$ cat src/hdl/cba_pkg.sv
// Shared types and constants for the cluster bitmap allocator.
// Holds the action and status codes, the controller state type and the
// command and status bundles passed between the controller and the datapath.
`default_nettype none

package cba_pkg;

	localparam int ACT_W  = 2;
	localparam int IDX_W  = 16;
	localparam int LEN_W  = 17;
	localparam int CNT_W  = 17;
	localparam int STAT_W = 2;

	localparam logic [CNT_W-1:0] COUNT_RESET = 17'd65536;

	typedef logic [ACT_W-1:0] action_t;
	localparam action_t ACT_MARK    = 2'd0;
	localparam action_t ACT_RELEASE = 2'd1;
	localparam action_t ACT_FIND    = 2'd2;

	typedef logic [STAT_W-1:0] status_t;
	localparam status_t ST_OK    = 2'd0;
	localparam status_t ST_RANGE = 2'd1;
	localparam status_t ST_NONE  = 2'd2;

	typedef enum logic [2:0] {
		S_CLEAR,
		S_IDLE,
		S_DIV,
		S_ADDR,
		S_MODIFY,
		S_SCAN,
		S_RESP
	} state_t;

	typedef struct packed {
		logic clear;
		logic capture;
		logic div;
		logic addr;
		logic modify;
		logic scan;
		logic load_out;
	} cmd_t;

	typedef struct packed {
		logic clear_last;
		logic req_ok;
		logic is_find;
		logic scan_done;
	} sts_t;

endpackage

`default_nettype wire

$ cat src/hdl/cba_ctrl.sv
// Sequencing controller for the cluster bitmap allocator.
// Depends on cba_pkg for the state type and the command and status bundles.
`default_nettype none

module cba_ctrl (
	input  wire logic          clk,
	input  wire logic          arst_n,
	input  wire logic          in_valid,
	output logic               in_ready,
	output logic               out_valid,
	input  wire logic          out_ready,
	input  wire cba_pkg::sts_t sts,
	output cba_pkg::cmd_t      cmd
);

	cba_pkg::state_t state_q;
	cba_pkg::state_t state_next;
	logic            out_valid_q;

	always_ff @(posedge clk or negedge arst_n) begin
		if (!arst_n) begin
			state_q <= cba_pkg::S_CLEAR;
		end else begin
			state_q <= state_next;
		end
	end

	always_comb begin
		state_next = state_q;
		unique case (state_q)
			cba_pkg::S_CLEAR: begin
				if (sts.clear_last) state_next = cba_pkg::S_IDLE;
			end
			cba_pkg::S_IDLE: begin
				if (in_valid) state_next = cba_pkg::S_DIV;
			end
			cba_pkg::S_DIV: begin
				state_next = sts.req_ok ? cba_pkg::S_ADDR : cba_pkg::S_RESP;
			end
			cba_pkg::S_ADDR: begin
				state_next = sts.is_find ? cba_pkg::S_SCAN : cba_pkg::S_MODIFY;
			end
			cba_pkg::S_MODIFY: begin
				state_next = cba_pkg::S_RESP;
			end
			cba_pkg::S_SCAN: begin
				if (sts.scan_done) state_next = cba_pkg::S_RESP;
			end
			cba_pkg::S_RESP: begin
				if (!out_valid_q || out_ready) state_next = cba_pkg::S_IDLE;
			end
			default: begin
				state_next = cba_pkg::S_IDLE;
			end
		endcase
	end

	always_comb begin
		cmd      = '0;
		in_ready = 1'b0;
		unique case (state_q)
			cba_pkg::S_CLEAR: begin
				cmd.clear = 1'b1;
			end
			cba_pkg::S_IDLE: begin
				in_ready    = 1'b1;
				cmd.capture = in_valid;
			end
			cba_pkg::S_DIV: begin
				cmd.div = 1'b1;
			end
			cba_pkg::S_ADDR: begin
				cmd.addr = 1'b1;
			end
			cba_pkg::S_MODIFY: begin
				cmd.modify = 1'b1;
			end
			cba_pkg::S_SCAN: begin
				cmd.scan = 1'b1;
			end
			cba_pkg::S_RESP: begin
				cmd.load_out = !out_valid_q || out_ready;
			end
			default: begin
				cmd = '0;
			end
		endcase
	end

	// The result register is freed by the downstream transfer and refilled on load.
	always_ff @(posedge clk or negedge arst_n) begin
		if (!arst_n) begin
			out_valid_q <= 1'b0;
		end else if (cmd.load_out) begin
			out_valid_q <= 1'b1;
		end else if (out_ready) begin
			out_valid_q <= 1'b0;
		end
	end

	assign out_valid = out_valid_q;

endmodule

`default_nettype wire

$ cat config.mk
export PLATFORM = sky130hd
export DESIGN_NAME = cba_ctrl
export DESIGN_NICKNAME = d
export VERILOG_FILES = /design/src/hdl/cba_pkg.sv /design/src/hdl/cba_ctrl.sv
export SDC_FILE = /design/constraint.sdc
export NUM_CORES = 1
export LEC_CHECK = 0
export BUFFER_PORTS_ARGS = -buffer_cell sky130_fd_sc_hd__buf_2
export CAP_MARGIN = 40
export CORE_AREA = 2 2 39 41
export CTS_CLUSTER_DIAMETER = 50
export DETAILED_ROUTE_END_ITERATION = 7
export DIE_AREA = 0 0 41 43
export SETUP_SLACK_MARGIN = 0.4
export SLEW_MARGIN = 20
export SYNTH_ARGS = -nofsm -noshare
export SYNTH_HDL_FRONTEND = slang
export SYNTH_SLANG_ARGS = --single-unit
export TNS_END_PERCENT = 30
$ cat constraint.sdc
create_clock -name clk -period 1.9 [get_ports clk]
set_clock_uncertainty 0.2 [all_clocks]
set_input_delay 0.475 -clock clk [delete_from_list [all_inputs] [get_ports clk]]
set_output_delay 0.475 -clock clk [all_outputs]
set_load 0.02 [all_outputs]
== Word-level counts from Yosys, hierarchy flattened ==
Index checks and enable logic that the tools add are counted.

* $add $sub $neg: 0
* Multiply operators: 0
* Div/mod/pow operators: 0
* $lt $le $gt $ge: 0
* Equal/unequal tests: 10
* Shift operators: 0
* Multiplexer cells: 17
* Bitwise logic cells: 0
* Reductions and logical operators: 5

{| class="wikitable"
|+ Operators with widths
! operator !! number
|-
| $pmux 3 s7 || 1
|-
| $mux 3 || 5
|-
| $mux 1 || 11
|-
| $eq 3x3->1 const B || 3
|-
| $ne 2x2->1 const B || 4
|-
| $eq 3x2->1 const B || 2
|-
| $reduce_and 4->1 || 1
|-
| $eq 3x1->1 const B || 1
|-
| $logic_not 3->1 || 1
|-
| $reduce_bool 2->1 || 1
|-
| $logic_not 1->1 || 1
|-
| $logic_or 1x1->1 || 1
|}

* Register bits: 4
* Latch bits: 0
* Bits in writable memories: 0
* Memory bits (read-only): 0
* Bits of input ports: 8
* Output and inout bits: 9
* Memories kept: 0

== Logic depth before layout (Yosys ltp) ==
* Depth after elaboration: 4
* Mapped depth: 4
* Mapped depth without buffers: 3

== Least setup slack after synthesis ==
Ideal clock, no wire load.

* Path kind: register to output
* Start point: register state_q[1]
* End point: output port cmd[0] in the netlist's numbering
* Arrival: 1.200 ns
* Data required time: 1.225 ns
* Path slack: 0.025 ns
* Cell stages (with the launch flop): 5
* Buffers on the path: 2
* Cells stage by stage: dfrtp_1 buf_6 buf_2 nand2_1 nor3b_1

{| class="wikitable"
|+ RTL lines
! element !! RTL line !! RTL
|-
| from (decl) || cba_ctrl.sv:16 || <nowiki>cba_pkg::state_t state_q;</nowiki>
|-
| from (signal assigned) || cba_ctrl.sv:22 || <nowiki>state_q <= cba_pkg::S_CLEAR;</nowiki>
|-
| from (signal assigned) || cba_ctrl.sv:24 || <nowiki>state_q <= state_next;</nowiki>
|-
| to (decl) || cba_ctrl.sv:13 || <nowiki>output cba_pkg::cmd_t cmd</nowiki>
|}

==> reports/qor.log <==
INFO  logic_synthesis synth_xor_area_frac=0
INFO  final_layout   diodes=0
INFO  placement      globalplace.congestion=0.765
INFO  global_routing first_global_vias=284
INFO  setup_path     worst_path_largest_cell_delay=450ps
INFO  placement      portBuffers=16
INFO  final_layout   syn2layout_area_growth=105%
INFO  global_routing grt_max_degree=11
INFO  clocking       cts_inserted_buffers=3
INFO  setup_path     critical_path_class=reg2out
INFO  global_routing gr-max-usage-layer=met2
INFO  clocking       cts.sinks=4
INFO  setup_path     critPathRequiredTime=1220ps
INFO  clocking       ctsHtreeMaxLevel=1
INFO  clocking       clock_tree.buffer_depth=2
INFO  logic_synthesis yosys.cell_count.top_type=nor3b_1
INFO  floorplan      design.die.area=1760um^2
INFO  sta            achievable-frequency=547MHz
INFO  final_layout   fraction_of_layout_instances_using_a_drive_strength_above_1=0.650
INFO  hold_path      worst_hold_path_type=reg2reg
INFO  logic_synthesis synth_cell_types=20
INFO  floorplan      io_pins=17
INFO  final_layout   final_core_utilization=0.467
INFO  logic_synthesis synth_area_leaders=dfrtp_1, nor3b_1, mux2i_1
INFO  route          ant_nets=0
INFO  logic_synthesis synth_area_per_cell=9.01um^2
INFO  setup_path     crit_path_start_kind=flip-flop
INFO  placement      post-dp-hpwl=558um
INFO  logic_synthesis ys_seq_elements=4
INFO  floorplan      fp.coreArea=1380um^2
INFO  setup_path     timing.critical_path.slowest_stage_cell=dfrtp_2
INFO  sta            timing.hold.ws=364ps
INFO  route          avgRoutedWirePerCell=9.67um
INFO  logic_synthesis synth_top_family_by_area=simple AND/OR/NAND/NOR gates
INFO  final_layout   final_design_area_no_fill=646um^2
INFO  sta            final_hold_viol_count=0
INFO  run_status     status=complete, no violations
INFO  logic_synthesis yosysSeqAreaShare=0.317
INFO  logic_synthesis netlist_top_cells_count=nor3b_1, dfrtp_1, buf_2
INFO  global_routing met1_usage_in_global_routing=0.114
INFO  global_routing grt_antenna_before_repair=0
INFO  route          postRouteWirelength=735um
INFO  sta            timing.final.setup_violations=0
INFO  route          drc=0
INFO  job            maxCapViolCount=0
INFO  pwr            ir_drop=0.000637V
INFO  route          drt_iter0_drc=7
INFO  clocking       cts_root_buf=clkbuf_4
INFO  logic_synthesis synth.area.mux_share=0.0635
INFO  logic_synthesis synth_nets=43
INFO  placement      placement.setup.worst_slack=180ps
INFO  final_layout   nFillCells=129
INFO  setup_path     path_cells=buf_12 > and3b_2 > buf_6
INFO  setup_path     worstPathArrival=1150ps
INFO  setup_path     crit_fanout=5
INFO  sta            finalWorstSetupSlack=72.1ps
INFO  route          routed_via_density=4.72
INFO  sta            final_min_period_over_clock_period=0.962
INFO  logic_synthesis synth-simple-area-share=0.306
INFO  sta            setup-tns-final=0ps
INFO  pwr            lkg_pwr=0.000304uW
INFO  global_routing global_route.usage.met3=0.0314
INFO  logic_synthesis synth_flop_cell=dfrtp_1
INFO  global_routing overflow=0
INFO  sta            max_slew_margin=0.859
INFO  sta            final-max-slew-violation-count=0
INFO  logic_synthesis synth_top_cell_area_share=0.317
INFO  route          drt-pass1-iter-count=4
INFO  clocking       clock_latency_on_the_worst_skew_pair=240ps
INFO  clocking       path_clk_slew=40ps
INFO  logic_synthesis synth_warnings=0
INFO  pwr            p_per_area=1830nW/um^2
INFO  logic_synthesis synth-edff-count=0
INFO  logic_synthesis post_synthesis_compound_gate_area_fraction=0.206
INFO  global_routing grt_first_pass_wirelength=1110um
INFO  setup_path     timing.critical_path.to_type=output port
INFO  logic_synthesis synth-adder-area-share=0
INFO  floorplan      die-height=43um
INFO  logic_synthesis syn-instance-count=35
INFO  global_routing grt_use_total=0.0987
INFO  global_routing grt_util_met2=0.131
INFO  logic_synthesis synth_area_leader_cell=dfrtp_1
INFO  placement      placed_area=518um^2
INFO  setup_path     critical_path_buf_inv_count=2
INFO  route          vias=359
INFO  final_layout   nets=70
INFO  setup_path     critical_path.top_delay_family=flip-flops
INFO  sta            worst-slew-pin-transition=210ps
INFO  logic_synthesis postSynth.asyncResetShare=1.00
INFO  floorplan      fp.dieW=41um
INFO  floorplan      effective_utilization_at_floorplan=0.228
INFO  clocking       cts_tree=built
INFO  sta            layout_min_cycle_time=1830ps
INFO  sta            grt_setup_unrepaired=true
INFO  logic_synthesis synth_area=315um^2
INFO  floorplan      count_of_standard_cell_rows=14
cell families (layout without fill, tap and decap cells):
| logic type | Yosys count | in the layout |
|---|---|---|
| simple gates | 14 | 14 |
| mux | 2 | 2 |
| flops | 4 | 4 |
| buf+inv | 6 | 31 |
| compound gates | 9 | 9 |
state kept, by name (all words and copies together), names as in the netlist:
signal	flops
out_valid	1
state_q	3
per-stage QoR:
stage	total power (uW)	instances
after global placement	879	70
after detailed placement	885	70
after global routing	1260	76
after CTS	1180	76
final	1180	76
after floorplan	761	35
power breakdown:
group / internal, uW / switching (uW) / total [uW]
registers: 133 / 73.2 / 206
clock network: 70.6 / 34.5 / 105
logic: 485 / 385 / 870
total: 688 / 493 / 1180
worst paths after layout:
check / cells after the start / from / slack, ps / to
max: 3 / state_q[0] / 70 / cmd[1]
min: 2 / out_valid / 360 / out_valid
max reg2reg: 4 / state_q[1] / 480 / state_q[0]
min reg2reg: 2 / out_valid / 360 / out_valid
max in group asynchronous: 2 / arst_n / 990 / state_q[0]
min in group asynchronous: 2 / arst_n / 380 / state_q[1]
final cells by class:
cell class	instances	area, um^2	area share
timing repair buffer	26	235	0.364
multi-input combinational	25	258	0.399
clock buffer	3	22.5	0.0349
sequential	4	103	0.159
inverter	2	7.51	0.0116
tap	16	20.0	0.0310
layout by cell type (no fill, tap or decap), types with 2 or more instances in the layout:
cell	count
buf_4	4
buf_2	8
inv_1	2
o21ai_0	2
nor3_4	2
mux2i_1	2
nor3b_4	4
clkbuf_4	3
dfrtp_1	2
buf_6	12
dfrtp_2	2
metal layers:
| metal | routed length, um | part of all wire |
|---|---|---|
| met4 | 13 | 0.018 |
| met2 | 337 | 0.46 |
| met1 | 346 | 0.47 |
| met5 | 0 | 0 |
| met3 | 37 | 0.050 |
timing repair:
action                                  CTS  global route
endpoints found under the setup margin    8             9
hold buffers                              1             0
hold endpoints to repair                  4             0
cloned                                    0             0
buffers inserted                          2             0
gates resized for setup                  20             2
worst register-to-register path, delay by kind of cell (launching register included):
family | cells | cell delay [ps]
compound gates | 1 | 70
simple gates | 1 | 300
flops | 1 | 450
buf+inv | 1 | 190
mux | 1 | 110
(Power assumes the default switching activity.)
